<file path="src/rtl/fdr_pkg.sv">
// fresnel dielectric reflectance: shared widths and constants
// no dependencies
package fdr_pkg;

    localparam int COS_W   = 16;
    localparam int ETA_W   = 14;
    localparam int REFL_W  = 16;
    localparam int AC_W    = 15;
    localparam int ACSQ_W  = 29;
    localparam int ETASQ_W = 28;
    localparam int LHS_W   = 57;
    localparam int RAD_W   = 56;
    localparam int ROOT_W  = 28;
    localparam int REM_W   = 30;
    localparam int SA_W    = 42;
    localparam int PA_W    = 28;
    localparam int SD_W    = 43;
    localparam int PD_W    = 29;
    localparam int SN_W    = 60;
    localparam int PN_W    = 46;
    localparam int Q_W     = 17;
    localparam int RSQ_W   = 33;
    localparam int SUM_W   = 34;
    localparam int FRAC_SH = 16;
    localparam int SQ_SH   = 18;
    localparam int SQRT_SIDE_W = 1 + ETA_W + SA_W + PA_W;

    localparam logic signed [COS_W-1:0] ONE_Q14     = 16'sd16384;
    localparam logic signed [COS_W-1:0] NEG_ONE_Q14 = -16'sd16384;
    localparam logic [REFL_W-1:0]       ONE_Q15     = 16'd32768;
    localparam logic [Q_W-1:0]          RATIO_ONE   = 17'd65536;

endpackage

</file>
<file path="src/rtl/fdr_sqrt_cell.sv">
// one digit cell of the integer square root chain
// depends on fdr_pkg
module fdr_sqrt_cell #(
    parameter int K  = 0,
    parameter int SW = 1
) (
    input  logic                         i_clk,
    input  logic                         i_rst_n,
    input  logic                         i_en,
    input  logic                         i_valid,
    input  logic [fdr_pkg::RAD_W-1:0]    i_rad,
    input  logic [fdr_pkg::REM_W-1:0]    i_rem,
    input  logic [fdr_pkg::ROOT_W-1:0]   i_root,
    input  logic [SW-1:0]                i_side,
    output logic                         o_valid,
    output logic [fdr_pkg::RAD_W-1:0]    o_rad,
    output logic [fdr_pkg::REM_W-1:0]    o_rem,
    output logic [fdr_pkg::ROOT_W-1:0]   o_root,
    output logic [SW-1:0]                o_side
);
    import fdr_pkg::*;

    logic                r_valid;
    logic [RAD_W-1:0]    r_rad;
    logic [REM_W-1:0]    r_rem;
    logic [ROOT_W-1:0]   r_root;
    logic [SW-1:0]       r_side;
    logic [REM_W+1:0]    w_rem_x;
    logic [REM_W+1:0]    w_trial;
    logic                w_ge;

    always_comb begin
        w_rem_x = {i_rem, i_rad[2*K+1 -: 2]};
        w_trial = (REM_W+2)'({i_root, 2'b01});
        w_ge    = w_rem_x >= w_trial;
    end

    always_ff @(posedge i_clk) begin
        if (!i_rst_n) begin
            r_valid <= 1'b0;
        end else if (i_en) begin
            r_valid <= i_valid;
        end
    end

    always_ff @(posedge i_clk) begin
        if (i_en) begin
            r_rad  <= i_rad;
            r_rem  <= w_ge ? REM_W'(w_rem_x - w_trial) : REM_W'(w_rem_x);
            r_root <= {i_root[ROOT_W-2:0], w_ge};
            r_side <= i_side;
        end
    end

    assign o_valid = r_valid;
    assign o_rad   = r_rad;
    assign o_rem   = r_rem;
    assign o_root  = r_root;
    assign o_side  = r_side;
endmodule

</file>
<file path="config.mk">
export PLATFORM = sky130hd
export DESIGN_NAME = fdr_sqrt_cell
export DESIGN_NICKNAME = d
export VERILOG_FILES = /design/src/rtl/fdr_pkg.sv /design/src/rtl/fdr_sqrt_cell.sv
export SDC_FILE = /design/constraint.sdc
export NUM_CORES = 1
export LEC_CHECK = 0
export ABC_CLOCK_PERIOD_IN_PS = 2750
export BUFFER_PORTS_ARGS = -buffer_cell sky130_fd_sc_hd__buf_2
export CORE_ASPECT_RATIO = 1.75
export CORE_MARGIN = 4
export CORE_UTILIZATION = 40
export CTS_CLUSTER_DIAMETER = 50
export DETAILED_ROUTE_END_ITERATION = 7
export MAX_ROUTING_LAYER = met4
export PLACE_DENSITY = 0.71
export SKIP_CTS_REPAIR_TIMING = 1
export SYNTH_ARGS = -nofsm -noshare
export SYNTH_HDL_FRONTEND = slang
export SYNTH_SLANG_ARGS = --single-unit
export TNS_END_PERCENT = 30
</file>
<file path="constraint.sdc">
create_clock -name i_clk -period 2.75 [get_ports i_clk]
set_input_delay 0.4125 -clock i_clk [delete_from_list [all_inputs] [get_ports i_clk]]
set_output_delay 0.4125 -clock i_clk [all_outputs]
set_load 0.1 [all_outputs]
</file>
==> impl_metrics.py <==
metrics = {
    "hold_path": {
        "hold_class": "in2reg",
        "min_from": "i_rad[50]",
        "min_delay_path_depth": 1,
        "holdPathEnd": "o_rad[50]",
    },
    "global_route": {
        "grt_max_degree": 74,
        "grt_usage_pct": 20.7,
        "antenna_found_initial": 0,
        "grt_pass1_vias": 5104,
        "grt_overflow": 0,
        "grt_pass1_wl_um": 25900,
    },
    "outcome": {
        "status": "completed",
    },
    "yosys": {
        "ys.flop_type": "edfxtp_1",
        "synthesis.nets": 627,
        "ys_warn_count": 0,
        "yosysTopAreaCellShare_pct": 59.9,
        "synth_area_per_cell_sq_um": 12.1,
        "synth_cells": 478,
        "synthAdderAreaFrac_pct": 6.51,
        "synthSimpleGateAreaFrac_pct": 11.1,
        "ys_top_cells_by_area": "edfxtp_1 (60%), ha_1 (6.5%), a21oi_1 (4.2%), inv_1 (2.5%), nor2_1 (2.3%)",
        "synth.area.mux_share_pct": 0.347,
        "synth-edff-count": 115,
        "synth_top_family_by_area": "compound AO/OA/AOI/OAI gates",
        "synth_area_sq_um": 5770,
        "synth_area_leader_cell": "edfxtp_1",
        "synth_seq_area_share_pct": 60.2,
        "async_flop_share_pct": 0,
        "synth_xor_area_share_pct": 3.04,
        "synth_compound_area_share_pct": 14.9,
        "yosys.cell_count.top_type": "edfxtp_1",
        "synth_cell_types": 60,
        "synthTopCellsByCount": "edfxtp_1 (115), a21oi_1 (48), inv_1 (39)",
        "yosys_register_bits": 116,
    },
    "floorplan": {
        "die_w_um": 98.8,
        "initial_core_util_pct": 41.1,
        "die_h_um": 167,
        "die-area_sq_um": 16500,
        "core_sq_um": 14000,
        "io_pins": 235,
        "num_rows": 57,
    },
    "clock_tree": {
        "clkLatencyLatePin_ns": 0.41,
        "cts_made_buffers": 17,
        "htree_levels": 4,
        "tritoncts": "done",
        "clockBufferDepth": 2,
        "clock_sinks": 116,
        "cts_root_buffer": "clkbuf_16",
        "clk_pin_slew_ns": 0.06,
    },
    "job": {
        "drv_cap": 0,
    },
    "sta": {
        "final-hold-violation-count": 0,
        "fmax_mhz": 397,
        "fin_worst_skew_ns": 0,
        "setup_violations": 0,
        "finalMaxSlewViolations": 0,
        "worst_slack_ns": 0.231,
        "period_share_pct": 91.6,
        "rsz0062_at_grt": "false",
        "tightest_slew_ns": 0.517,
        "tns_ns": 0,
        "fin_crit_ns": 2.52,
        "slew_headroom_pct": 65.8,
    },
    "setup_path": {
        "slowest_delay_ns": 0.53,
        "cp-start-kind": "input pin",
        "crit_chain": "buf_2 -> inv_1 -> ha_1 -> nand2_1 -> o21ai_0 -> a32o_2 -> a2111oi_4 -> or4_4 -> a2111oi_4 -> nor3_1",
        "slowest_stage": "or4_4",
        "reg2reg_from": "o_valid",
        "worstPathRequired_ns": 2.89,
        "crit_top_cell": "a2111oi_4",
        "worst_r2r_path_depth": 2,
        "r2r-end": "o_valid",
        "rrSetupSlack_ns": 2.16,
        "cp_max_fo": 7,
        "crit_start": "i_root[5]",
        "cp-end-kind": "flip-flop",
        "critPathArrivalTime_ns": 2.66,
        "critPathKind": "in2reg",
    },
    "power_and_ir_drop": {
        "p_leak_nw": 3.61,
        "irDropWorstVdd_mv": 0.451,
        "p_per_area_nw_per_um2": 844,
    },
    "cells_and_area": {
        "layout.nets": 915,
        "stdcell_count": 956,
        "area_delta_synth_final_pct": 39.7,
        "drive_gt1_share_pct": 41.8,
        "antenna_cells": 0,
    },
    "drt": {
        "wl_um": 16700,
        "dr.pass1.iters": 4,
        "vias": 4885,
        "ant_nets": 0,
        "via_per_inst": 5.11,
        "wire_per_inst_um": 17.4,
        "drc": 0,
        "drt_iter0_drc": 204,
    },
    "placement": {
        "place_ws_ns": -0.119,
        "io_buffer_count": 234,
        "dp.cells": 924,
        "dpl.hpwl_um": 13300,
        "gp_congestion": 0.847,
    },
}
routing by layer:
metal	share of wire [%]	track usage, %	vias up
met4	2.8	8.80	0
met1	36	20.9	2315
li1	-	-	2378
met5	0	-	-
met2	56	37.7	162
met3	5.0	4.44	30
cell type report:
cell class / instances / area, sq um
fillers: 1230 / 5990
multi-input cells: 308 / 2070
repair buffers: 283 / 1570
well taps: 177 / 221
flip-flops and latches: 116 / 3470
clock inverters: 15 / 148
clock buffers: 17 / 425
inverters: 40 / 150
placed cells by master, fill, tap and decap left out, types with 6 or more instances in the layout:
| master | netlist | final |
|---|---|---|
| nand2_1 | 27 | 27 |
| a21oi_1 | 48 | 48 |
| nor3_1 | 14 | 14 |
| ha_1 | 30 | 30 |
| edfxtp_1 | 115 | 115 |
| nor2_1 | 36 | 36 |
| inv_1 | 39 | 39 |
| o21ai_1 | 8 | 8 |
| a21o_1 | 10 | 10 |
| o21ai_0 | 19 | 19 |
| o211ai_1 | 6 | 6 |
| buf_4 | 3 | 48 |
| xnor2_1 | 12 | 12 |
| xor2_1 | 8 | 8 |
| buf_2 | 7 | 233 |
| clkbuf_16 | 0 | 17 |
worst max path at each step:
stage                      to  slack, ns  cells after the start
global route        o_rem[25]       0.14                     10
finish              o_rem[25]       0.23                     10
CTS                 o_rem[25]       0.28                     10
floorplan           o_rem[25]       0.12                      9
global placement    o_rem[25]      -0.06                     10
detailed placement  o_rem[25]      -0.12                     10
worst max-delay path: cells and delay by family:
kind                       cells  cell delay, ns
AOI/OAI and AO/OA              4            1.04
adders and majority gates      1            0.38
buffers and inverters          2            0.13
and+or+nand+nor                3            0.69
flip-flops by register name, indices dropped and copies added (netlist names):
| signal | flops |
|---|---|
| o_valid | 1 |
| o_rem | 30 |
| o_rad | 56 |
| o_root | 28 |
| o_side | 1 |
cell families after synthesis:
kind of cell | after synthesis
xor gates and xnor gates | 20
and+or+nand+nor | 125
buffers and inverters | 54
AOI/OAI and AO/OA | 131
adders and majority gates | 30
DFF | 116
muxes | 2
stage by stage:
stage                     hold WS [ns]  power, W  utilization (%)  cell area, sq um
after detailed placement         0.527   0.00470             53.3              7480
after CTS                        0.158   0.00686             57.3              8060
after global routing             0.152   0.00708             57.3              8060
after floorplan                  0.511   0.00414                -              5770
after global placement           0.491   0.00468             53.3              7480
final                            0.175   0.00680             57.3              8060
power breakdown:
group	switching (W)	leakage (nW)	internal, W
Sequential	0.0000484	1.13	0.00218
Combinational	0.00192	2.20	0.000509
Clock	0.000874	0.280	0.00127
No activity file was read; power rests on OpenSTA's default activity.
