==> src/rtl/fdr_pkg.sv <==
// fresnel dielectric reflectance: shared widths and constants
// no dependencies
package fdr_pkg;

    localparam int COS_W   = 16;
    localparam int ETA_W   = 14;
    localparam int REFL_W  = 16;
    localparam int AC_W    = 15;
    localparam int ACSQ_W  = 29;
    localparam int ETASQ_W = 28;
    localparam int LHS_W   = 57;
    localparam int RAD_W   = 56;
    localparam int ROOT_W  = 28;
    localparam int REM_W   = 30;
    localparam int SA_W    = 42;
    localparam int PA_W    = 28;
    localparam int SD_W    = 43;
    localparam int PD_W    = 29;
    localparam int SN_W    = 60;
    localparam int PN_W    = 46;
    localparam int Q_W     = 17;
    localparam int RSQ_W   = 33;
    localparam int SUM_W   = 34;
    localparam int FRAC_SH = 16;
    localparam int SQ_SH   = 18;
    localparam int SQRT_SIDE_W = 1 + ETA_W + SA_W + PA_W;

    localparam logic signed [COS_W-1:0] ONE_Q14     = 16'sd16384;
    localparam logic signed [COS_W-1:0] NEG_ONE_Q14 = -16'sd16384;
    localparam logic [REFL_W-1:0]       ONE_Q15     = 16'd32768;
    localparam logic [Q_W-1:0]          RATIO_ONE   = 17'd65536;

endpackage

==> src/rtl/fdr_div_cell.sv <==
// one quotient bit cell of the restoring divider chain
// depends on fdr_pkg
module fdr_div_cell #(
    parameter int K  = 0,
    parameter int NW = 46,
    parameter int DW = 29,
    parameter int SW = 1
) (
    input  logic                       i_clk,
    input  logic                       i_rst_n,
    input  logic                       i_en,
    input  logic                       i_valid,
    input  logic [NW-1:0]              i_num,
    input  logic [DW-1:0]              i_den,
    input  logic [fdr_pkg::Q_W-1:0]    i_quo,
    input  logic [SW-1:0]              i_side,
    output logic                       o_valid,
    output logic [NW-1:0]              o_num,
    output logic [DW-1:0]              o_den,
    output logic [fdr_pkg::Q_W-1:0]    o_quo,
    output logic [SW-1:0]              o_side
);
    import fdr_pkg::*;

    logic              r_valid;
    logic [NW-1:0]     r_num;
    logic [DW-1:0]     r_den;
    logic [Q_W-1:0]    r_quo;
    logic [SW-1:0]     r_side;
    logic [NW-1:0]     w_trial;
    logic              w_ge;

    always_comb begin
        w_trial = NW'(i_den) << K;
        w_ge    = i_num >= w_trial;
    end

    always_ff @(posedge i_clk) begin
        if (!i_rst_n) begin
            r_valid <= 1'b0;
        end else if (i_en) begin
            r_valid <= i_valid;
        end
    end

    always_ff @(posedge i_clk) begin
        if (i_en) begin
            r_num  <= w_ge ? (i_num - w_trial) : i_num;
            r_den  <= i_den;
            r_quo  <= {i_quo[Q_W-2:0], w_ge};
            r_side <= i_side;
        end
    end

    assign o_valid = r_valid;
    assign o_num   = r_num;
    assign o_den   = r_den;
    assign o_quo   = r_quo;
    assign o_side  = r_side;
endmodule
==> config.mk <==
export PLATFORM = sky130hd
export DESIGN_NAME = fdr_div_cell
export DESIGN_NICKNAME = d
export VERILOG_FILES = /design/src/rtl/fdr_pkg.sv /design/src/rtl/fdr_div_cell.sv
export SDC_FILE = /design/constraint.sdc
export NUM_CORES = 1
export LEC_CHECK = 0
export ABC_AREA = 1
export BUFFER_PORTS_ARGS = -buffer_cell sky130_fd_sc_hd__buf_2
export CAP_MARGIN = 20
export CORE_MARGIN = 3
export CORE_UTILIZATION = 50
export DETAILED_ROUTE_END_ITERATION = 10
export PLACE_DENSITY = 0.85
export SYNTH_ARGS = -nofsm -noshare
export SYNTH_HDL_FRONTEND = slang
export SYNTH_SLANG_ARGS = --single-unit
==> constraint.sdc <==
create_clock -name i_clk -period 3.1 [get_ports i_clk]
set_clock_uncertainty 0.1 [all_clocks]
set_input_delay 0.31 -clock i_clk [delete_from_list [all_inputs] [get_ports i_clk]]
set_output_delay 0.31 -clock i_clk [all_outputs]
set_load 0.05 [all_outputs]
==> out/qor.txt, run 1 <==
Min cycle time layout -> 2.49 ns
CTS buffer count -> 9
Slowest CP cell -> fa_1
Largest cells by area after synthesis -> edfxtp_1 (42%), nand2_1 (18%), inv_1 (9.8%)
# rows -> 41
Status -> finished clean
Logic pwr share -> 33.0%
Slew at the pin with the worst max-slew slack -> 0.548 ns
Synthesized cell area -> 6600 um^2
WL final -> 18600 um
Sw frac -> 37.9%
Drt pass-1 iters -> 5
Clock Path Buffers -> 2
Layout cell share with drive strength beyond 1 -> 24.2%
Via density -> 4.97
Max incr delay on CP -> 0.44 ns
M1 WL -> 7880 um
Seq/Total Area, Yosys -> 42.6%
Peak supply drop -> 0.000234 V
Setup TNS -> 0 ns
Max Clk Rate -> 401 MHz
Post-synth top cells -> nand2_1 (323), inv_1 (173), edfxtp_1 (93)
Core footprint -> 12800 um^2
Internal power -> 2480 uW
LEAKAGE -> 0.00410 uW
Slew Limit Fails -> 0
Sequential Power Share -> 39.8%
RSZ-0062 raised after global routing -> no
Hold WC Path Type -> primary input to flip-flop
Number of global-route vias before repair -> 5991
GRT Util Overall -> 25.2%
Number of diodes -> 0
Most frequent cell after synthesis -> nand2_1
Critical path, cell by cell -> buf_2 > inv_1 > ha_1 > inv_1 > fa_1 > nand3_1 > nand3_2 > nand2_1 > nand2_1 > nand2_1 > nand2_1 > nand2_2 > nand3_4 > inv_4 > buf_12 > o21ai_1
Clock share of power -> 27.1%
PortBufs -> 189
Routability cong. -> 0.959
Yosys top cell area share -> 42.3%
First-pass GRT wire length -> 28700 um
Worst skew pair latency -> 0.35 ns
Max-cap violations -> 0
Cell Pwr Density -> 494 nW/um^2
Register clock-pin slew on the reported worst setup and hold paths -> 0.07 ns
Max FO, Critical Path -> 24
I/O pin count -> 191
Crit-path most repeated cell -> nand2_1
Initial drt markers -> 496
Crit start category -> primary input
H-tree depth -> 3
FILL cells -> 1149
Residual DRC -> 0
Post-route ant nets -> 0
Setup-failing EPs final -> 0
CTS tree -> done
Count of final hold-check violations -> 0
WL per Instance -> 14.8 um
Post-cts gate resize count -> 0
Clock Root Buffer -> clkbuf_16
Top Family by Delay on Critical Path -> simple AND/OR/NAND/NOR gates
Post-synth EDFFs -> 93
R2r startpoint -> o_valid$_SDFFE_PN0P_
Syn_nets -> 1009
Prevailing post-synth register cell -> edfxtp_1
Crit path from -> i_num[0]
Initial core utilization -> 51.6%
Largest net degree at the start of global routing -> 58
Crit Path Category -> primary input to flip-flop
Post-CTS setup buffer count -> 0
Routed via count -> 6272
Routed met3 length -> 1480 um
Metal2 WL -> 8910 um
Post-Syn Instances -> 882
Initial antenna violation count -> 0
Mean Syn Cell Area -> 7.48 um^2
Nets@finish -> 1211
Buf+Inv Stages, Crit Path -> 5
Fraction of registers with async set or reset after synthesis -> 0%
Max layer used -> met4
Post-DP HPWL -> 15300 um
Top cell type by total area after synthesis -> edfxtp_1
Worst R2R Setup Slack -> 2.35 ns
Area Overhead vs Synth -> 22.4%
HP Start -> i_quo[14]
Die area -> 14600 um^2
Total Power -> 3990 uW
CP arrival -> 2.50 ns
Yosys cell types -> 31
NetSw -> 1510 uW
Congestion Overflow GR -> 0
Tcrit/Tclk final -> 80.5%
Worst Setup End Kind -> flip-flop
Height of the chip -> 121 um
Hold_buf cts -> 0
Synth Warn # -> 0
Worst endpoint required time -> 3.10 ns
CTS Sinks -> 94
Die X -> 121 um
Slew HR -> 63.5%
#FFs+latches synth -> 94
final cells by class:
| class | count | area [um^2] | share of cell area, % |
|---|---|---|---|
| inverters | 177 | 667 | 8.26 |
| clock buffers | 9 | 225 | 2.79 |
| clock inverters | 7 | 61.3 | 0.759 |
| flip-flops and latches | 94 | 2810 | 34.8 |
| multi-input cells | 604 | 3040 | 37.7 |
| well taps | 172 | 215 | 2.67 |
| repair buffers | 198 | 1050 | 13.0 |
path summary, 6_finish.rpt:
| kind | end | cells past startpoint |
|---|---|---|
| max | o_num[16]$_DFFE_PP_ | 16 |
| min | o_quo[15]$_DFFE_PP_ | 1 |
| max reg2reg | o_valid$_SDFFE_PN0P_ | 2 |
| min reg2reg | o_valid$_SDFFE_PN0P_ | 2 |
through the flow:
stage               area [um^2]  utilization [%]  std cells  hold slack [ns]  setup slack [ns]
floorplan                  6600                -        882            0.303             0.798
global placement           7790             61.0       1245            0.387             0.342
detailed placement         7790             61.0       1245            0.389             0.278
CTS                        8080             63.2       1261           0.0149             0.639
global route               8080             63.2       1261           0.0166             0.479
finish                     8080             63.2       1261           0.0234             0.606
worst reg2reg max path, stage by stage, from the launching register on:
cell     delay [ns]
dfxtp_1        0.31
o21ai_0        0.16
a21oi_1        0.05
power groups by stage:
stage / sequential, uW / clock [uW] / combinational, uW
floorplan: 2090 / 0 / 472
CTS: 1590 / 1100 / 1320
finish: 1590 / 1080 / 1320
detailed placement: 1620 / 0 / 1310
global placement: 1610 / 0 / 1290
global route: 1600 / 1150 / 1420
metal layers:
metal / global-route usage (%) / up-vias
met3: 4.38 / 28
met4: 8.22 / 0
li1: - / 3169
met2: 42.5 / 257
met5: 0 / -
met1: 33.1 / 2818
state kept, by name (all words and copies together) (netlist names):
| register | flops |
|---|---|
| o_valid | 1 |
| o_quo | 17 |
| o_num | 46 |
| o_den | 29 |
| o_side | 1 |
kinds of logic after synthesis:
kind of cell,synth area share (%)
buffers and inverters,11.3
AO/OA/AOI/OAI,6.64
AND/OR/NAND/NOR,31.0
XOR/XNOR,2.66
flip-flops,42.6
adder cells (fa/ha/maj),5.81
placed cells by master (no fill, tap or decap), types with 6 or more instances in the layout:
cell         n
ha_1        29
nand3_1     58
a21oi_2     14
o21ai_2     18
nand3b_1     8
nand2_1    323
nor3_1       8
clkbuf_16    9
nor2_1      70
a21oi_1     19
nand4_1      9
nor2_2       7
buf_2      188
edfxtp_1    93
o21ai_0      6
inv_1      173
buf_4        7
xnor2_1     19
Power figures use the tool's default switching activity.
==> inputs of run 2 (changes only) <==
- ABC_AREA: 1 -> 0
- CORE_UTILIZATION: 50 -> 46
- clock period: 3.1 -> 2 ns (I/O delays scaled with it)
==> out/qor.txt, run 2 <==
WHS -> 0.00884 ns
Crit Path Category -> primary input to flip-flop
Clock Root Buffer -> clkbuf_16
Number of global-route vias before repair -> 5876
Syn_nets -> 648
Initial drt markers -> 555
Routed via count -> 5879
Placed cells -> 990
RSZ-0062 raised after global routing -> yes
LEAKAGE -> 0.00424 uW
Final WS setup -> -0.450 ns
Die X -> 115 um
Clock Path Buffers -> 2
Crit path from -> i_den[1]
Seq/Total Area, Yosys -> 51.2%
Hold WC Path Type -> primary input to flip-flop
Status -> finished with violations
Most common cell after layout, fill and taps aside -> buf_2
Post-synth top cells -> edfxtp_1 (93), a21oi_1 (51), nor2_1 (49)
Post-synth EDFFs -> 93
Slew HR -> 59.1%
Mean Syn Cell Area -> 10.5 um^2
Cell Pwr Density -> 727 nW/um^2
Initial core utilization -> 47.5%
Setup-failing EPs final -> 47
#FFs+latches synth -> 94
Prevailing post-synth register cell -> edfxtp_1
FILL cells -> 650
Top cell type by total area after synthesis -> edfxtp_1
WL per Instance -> 18.7 um
Drt pass-1 iters -> 5
Count of final hold-check violations -> 0
Routability cong. -> 0.885
Worst R2R Setup Slack -> 1.31 ns
I/O pin count -> 191
H-tree depth -> 3
Layout cell share with drive strength beyond 1 -> 51.7%
Largest cells by area after synthesis -> edfxtp_1 (51%), ha_1 (6.6%), a21oi_1 (4.6%)
Height of the chip -> 115 um
CTS tree -> done
Worst skew pair latency -> 0.35 ns
Nets@finish -> 1049
Max-cap violations -> 0
Register clock-pin slew on the reported worst setup and hold paths -> 0.06 ns
WL final -> 20000 um
PortBufs -> 189
Non-filler cells in the finished layout -> 1070
Max Clk Rate -> 408 MHz
# rows -> 39
CTS buffer count -> 9
Largest net degree at the start of global routing -> 95
First-pass GRT wire length -> 29700 um
FF-to-FF End -> o_valid$_SDFFE_PN0P_
Die area -> 13300 um^2
CTS Sinks -> 94
Number of diodes -> 0
Synth Warn # -> 0
Failing checks -> setup timing
Most frequent cell after synthesis -> edfxtp_1
Slew Limit Fails -> 0
HP Start -> i_valid
Congestion Overflow GR -> 0
Sequential standard cell area -> 2810 um^2
Crit start category -> primary input
Worst reg2reg path depth -> 2
Slew at the pin with the worst max-slew slack -> 0.606 ns
Tcrit/Tclk final -> 123%
Area of the multi-input gates -> 3020 um^2
Yosys top cell area share -> 50.9%
Initial antenna violation count -> 0
CP arrival -> 2.45 ns
Post-DP HPWL -> 13000 um
CP Capture Point -> o_num[43]$_DFFE_PP_
R2r startpoint -> o_valid$_SDFFE_PN0P_
Residual DRC -> 0
Peak supply drop -> 0.000726 V
Core footprint -> 11600 um^2
Max FFs per register -> 46
Area Overhead vs Synth -> 71.5%
Min cycle time layout -> 2.45 ns
Worst endpoint required time -> 2.00 ns
GRT Util Overall -> 28.8%
Commonest cells after routing, fill and taps aside -> buf_2 (182), buf_4 (162), edfxtp_1 (93)
Worst Setup End Kind -> flip-flop
Fraction of registers with async set or reset after synthesis -> 0%
Synthesized cell area -> 5490 um^2
Post-Syn Instances -> 521
Post-route ant nets -> 0
Yosys cell types -> 61
Max FO, Critical Path -> 2
Setup TNS -> -17.50 ns
Via density -> 5.49
-- run 2: cell types whose count changed after synthesis, moves of 8 or more --
cell,delta
nand3_1,-48
o21a_1,+8
clkbuf_1,+10
o21ai_2,-16
a21oi_2,-14
nand2_1,-275
o21ai_0,+9
nand3b_1,-8
a21o_1,+9
xor2_1,+22
a21oi_1,+32
nor4_1,+9
inv_1,-136
nor2_1,-21
-- run 2: layout make-up --
type	count	share of cell area [%]
clock buffers	10	2.43
clock inverters	6	0.917
inverters	38	1.94
multi-input cells	370	32.1
flip-flops and latches	94	29.9
well taps	143	1.90
repair buffers	409	30.9
-- run 2: power breakdown --
group / switching [uW] / leakage, uW / internal, uW
registers: 55.3 / 0.000919 / 2420
logic: 1580 / 0.00317 / 952
clock network: 744 / 0.000154 / 1090
-- run 2: worst max-delay path, stage by stage --
cell	delay [ns]
buf_6	0.11
inv_8	0.05
ha_4	0.19
nor2b_4	0.13
o31a_1	0.27
a211o_1	0.32
a31oi_2	0.20
o21ai_2	0.08
a41o_1	0.25
or4_4	0.50
xnor2_2	0.16
-- run 2: repair_timing --
action	4_1_cts	5_1_grt
hold buffers	45	0
hold endpoints to repair	45	0
gates resized for setup	60	50
setup buffers	7	7
pin swaps	13	21
gates cloned	3	2
endpoints found under the setup margin	47	47
-- run 2: stage by stage --
stage                     setup WS [ns]  power (uW)  cell area [um^2]  utilization (%)
after floorplan                  -0.671        3910              5700                -
after global placement           -0.868        4720              7920             68.5
after detailed placement         -0.923        4760              7920             68.5
after CTS                        -0.435        6700              9060             78.4
after global routing             -0.545        7100              9420             81.4
final                            -0.450        6850              9420             81.4
-- run 2: how the worst min path moves through the flow --
stage                                 endpoint  slack [ns]  cells after the start
after floorplan             o_den[0]$_DFFE_PP_        0.20                      0
after global placement     o_quo[15]$_DFFE_PP_        0.28                      1
after detailed placement    o_quo[3]$_DFFE_PP_        0.28                      1
after CTS                 o_valid$_SDFFE_PN0P_        0.02                      3
after global routing       o_den[14]$_DFFE_PP_        0.04                      2
final                     o_valid$_SDFFE_PN0P_       0.009                      3
-- run 2: per-layer routing --
metal  GRT usage, %  vias to the layer above  part of all wire, %
met3           6.32                       56                  7.0
met1           35.7                     2804                   39
met2           48.6                      293                   50
met5              0                        -                    0
li1               -                     2726                    -
met4           11.8                        0                  3.3
-- run 2: cell families (layout without fill, tap and decap cells) --
logic type	after synthesis	count (layout)	share of synthesized area [%]
XOR/XNOR	40	40	6.52
flip-flops	94	94	51.2
adder cells (fa/ha/maj)	30	30	6.97
buffers and inverters	57	463	4.24
AO/OA/AOI/OAI	135	135	16.0
AND/OR/NAND/NOR	164	164	14.9
multiplexers	1	1	0.182
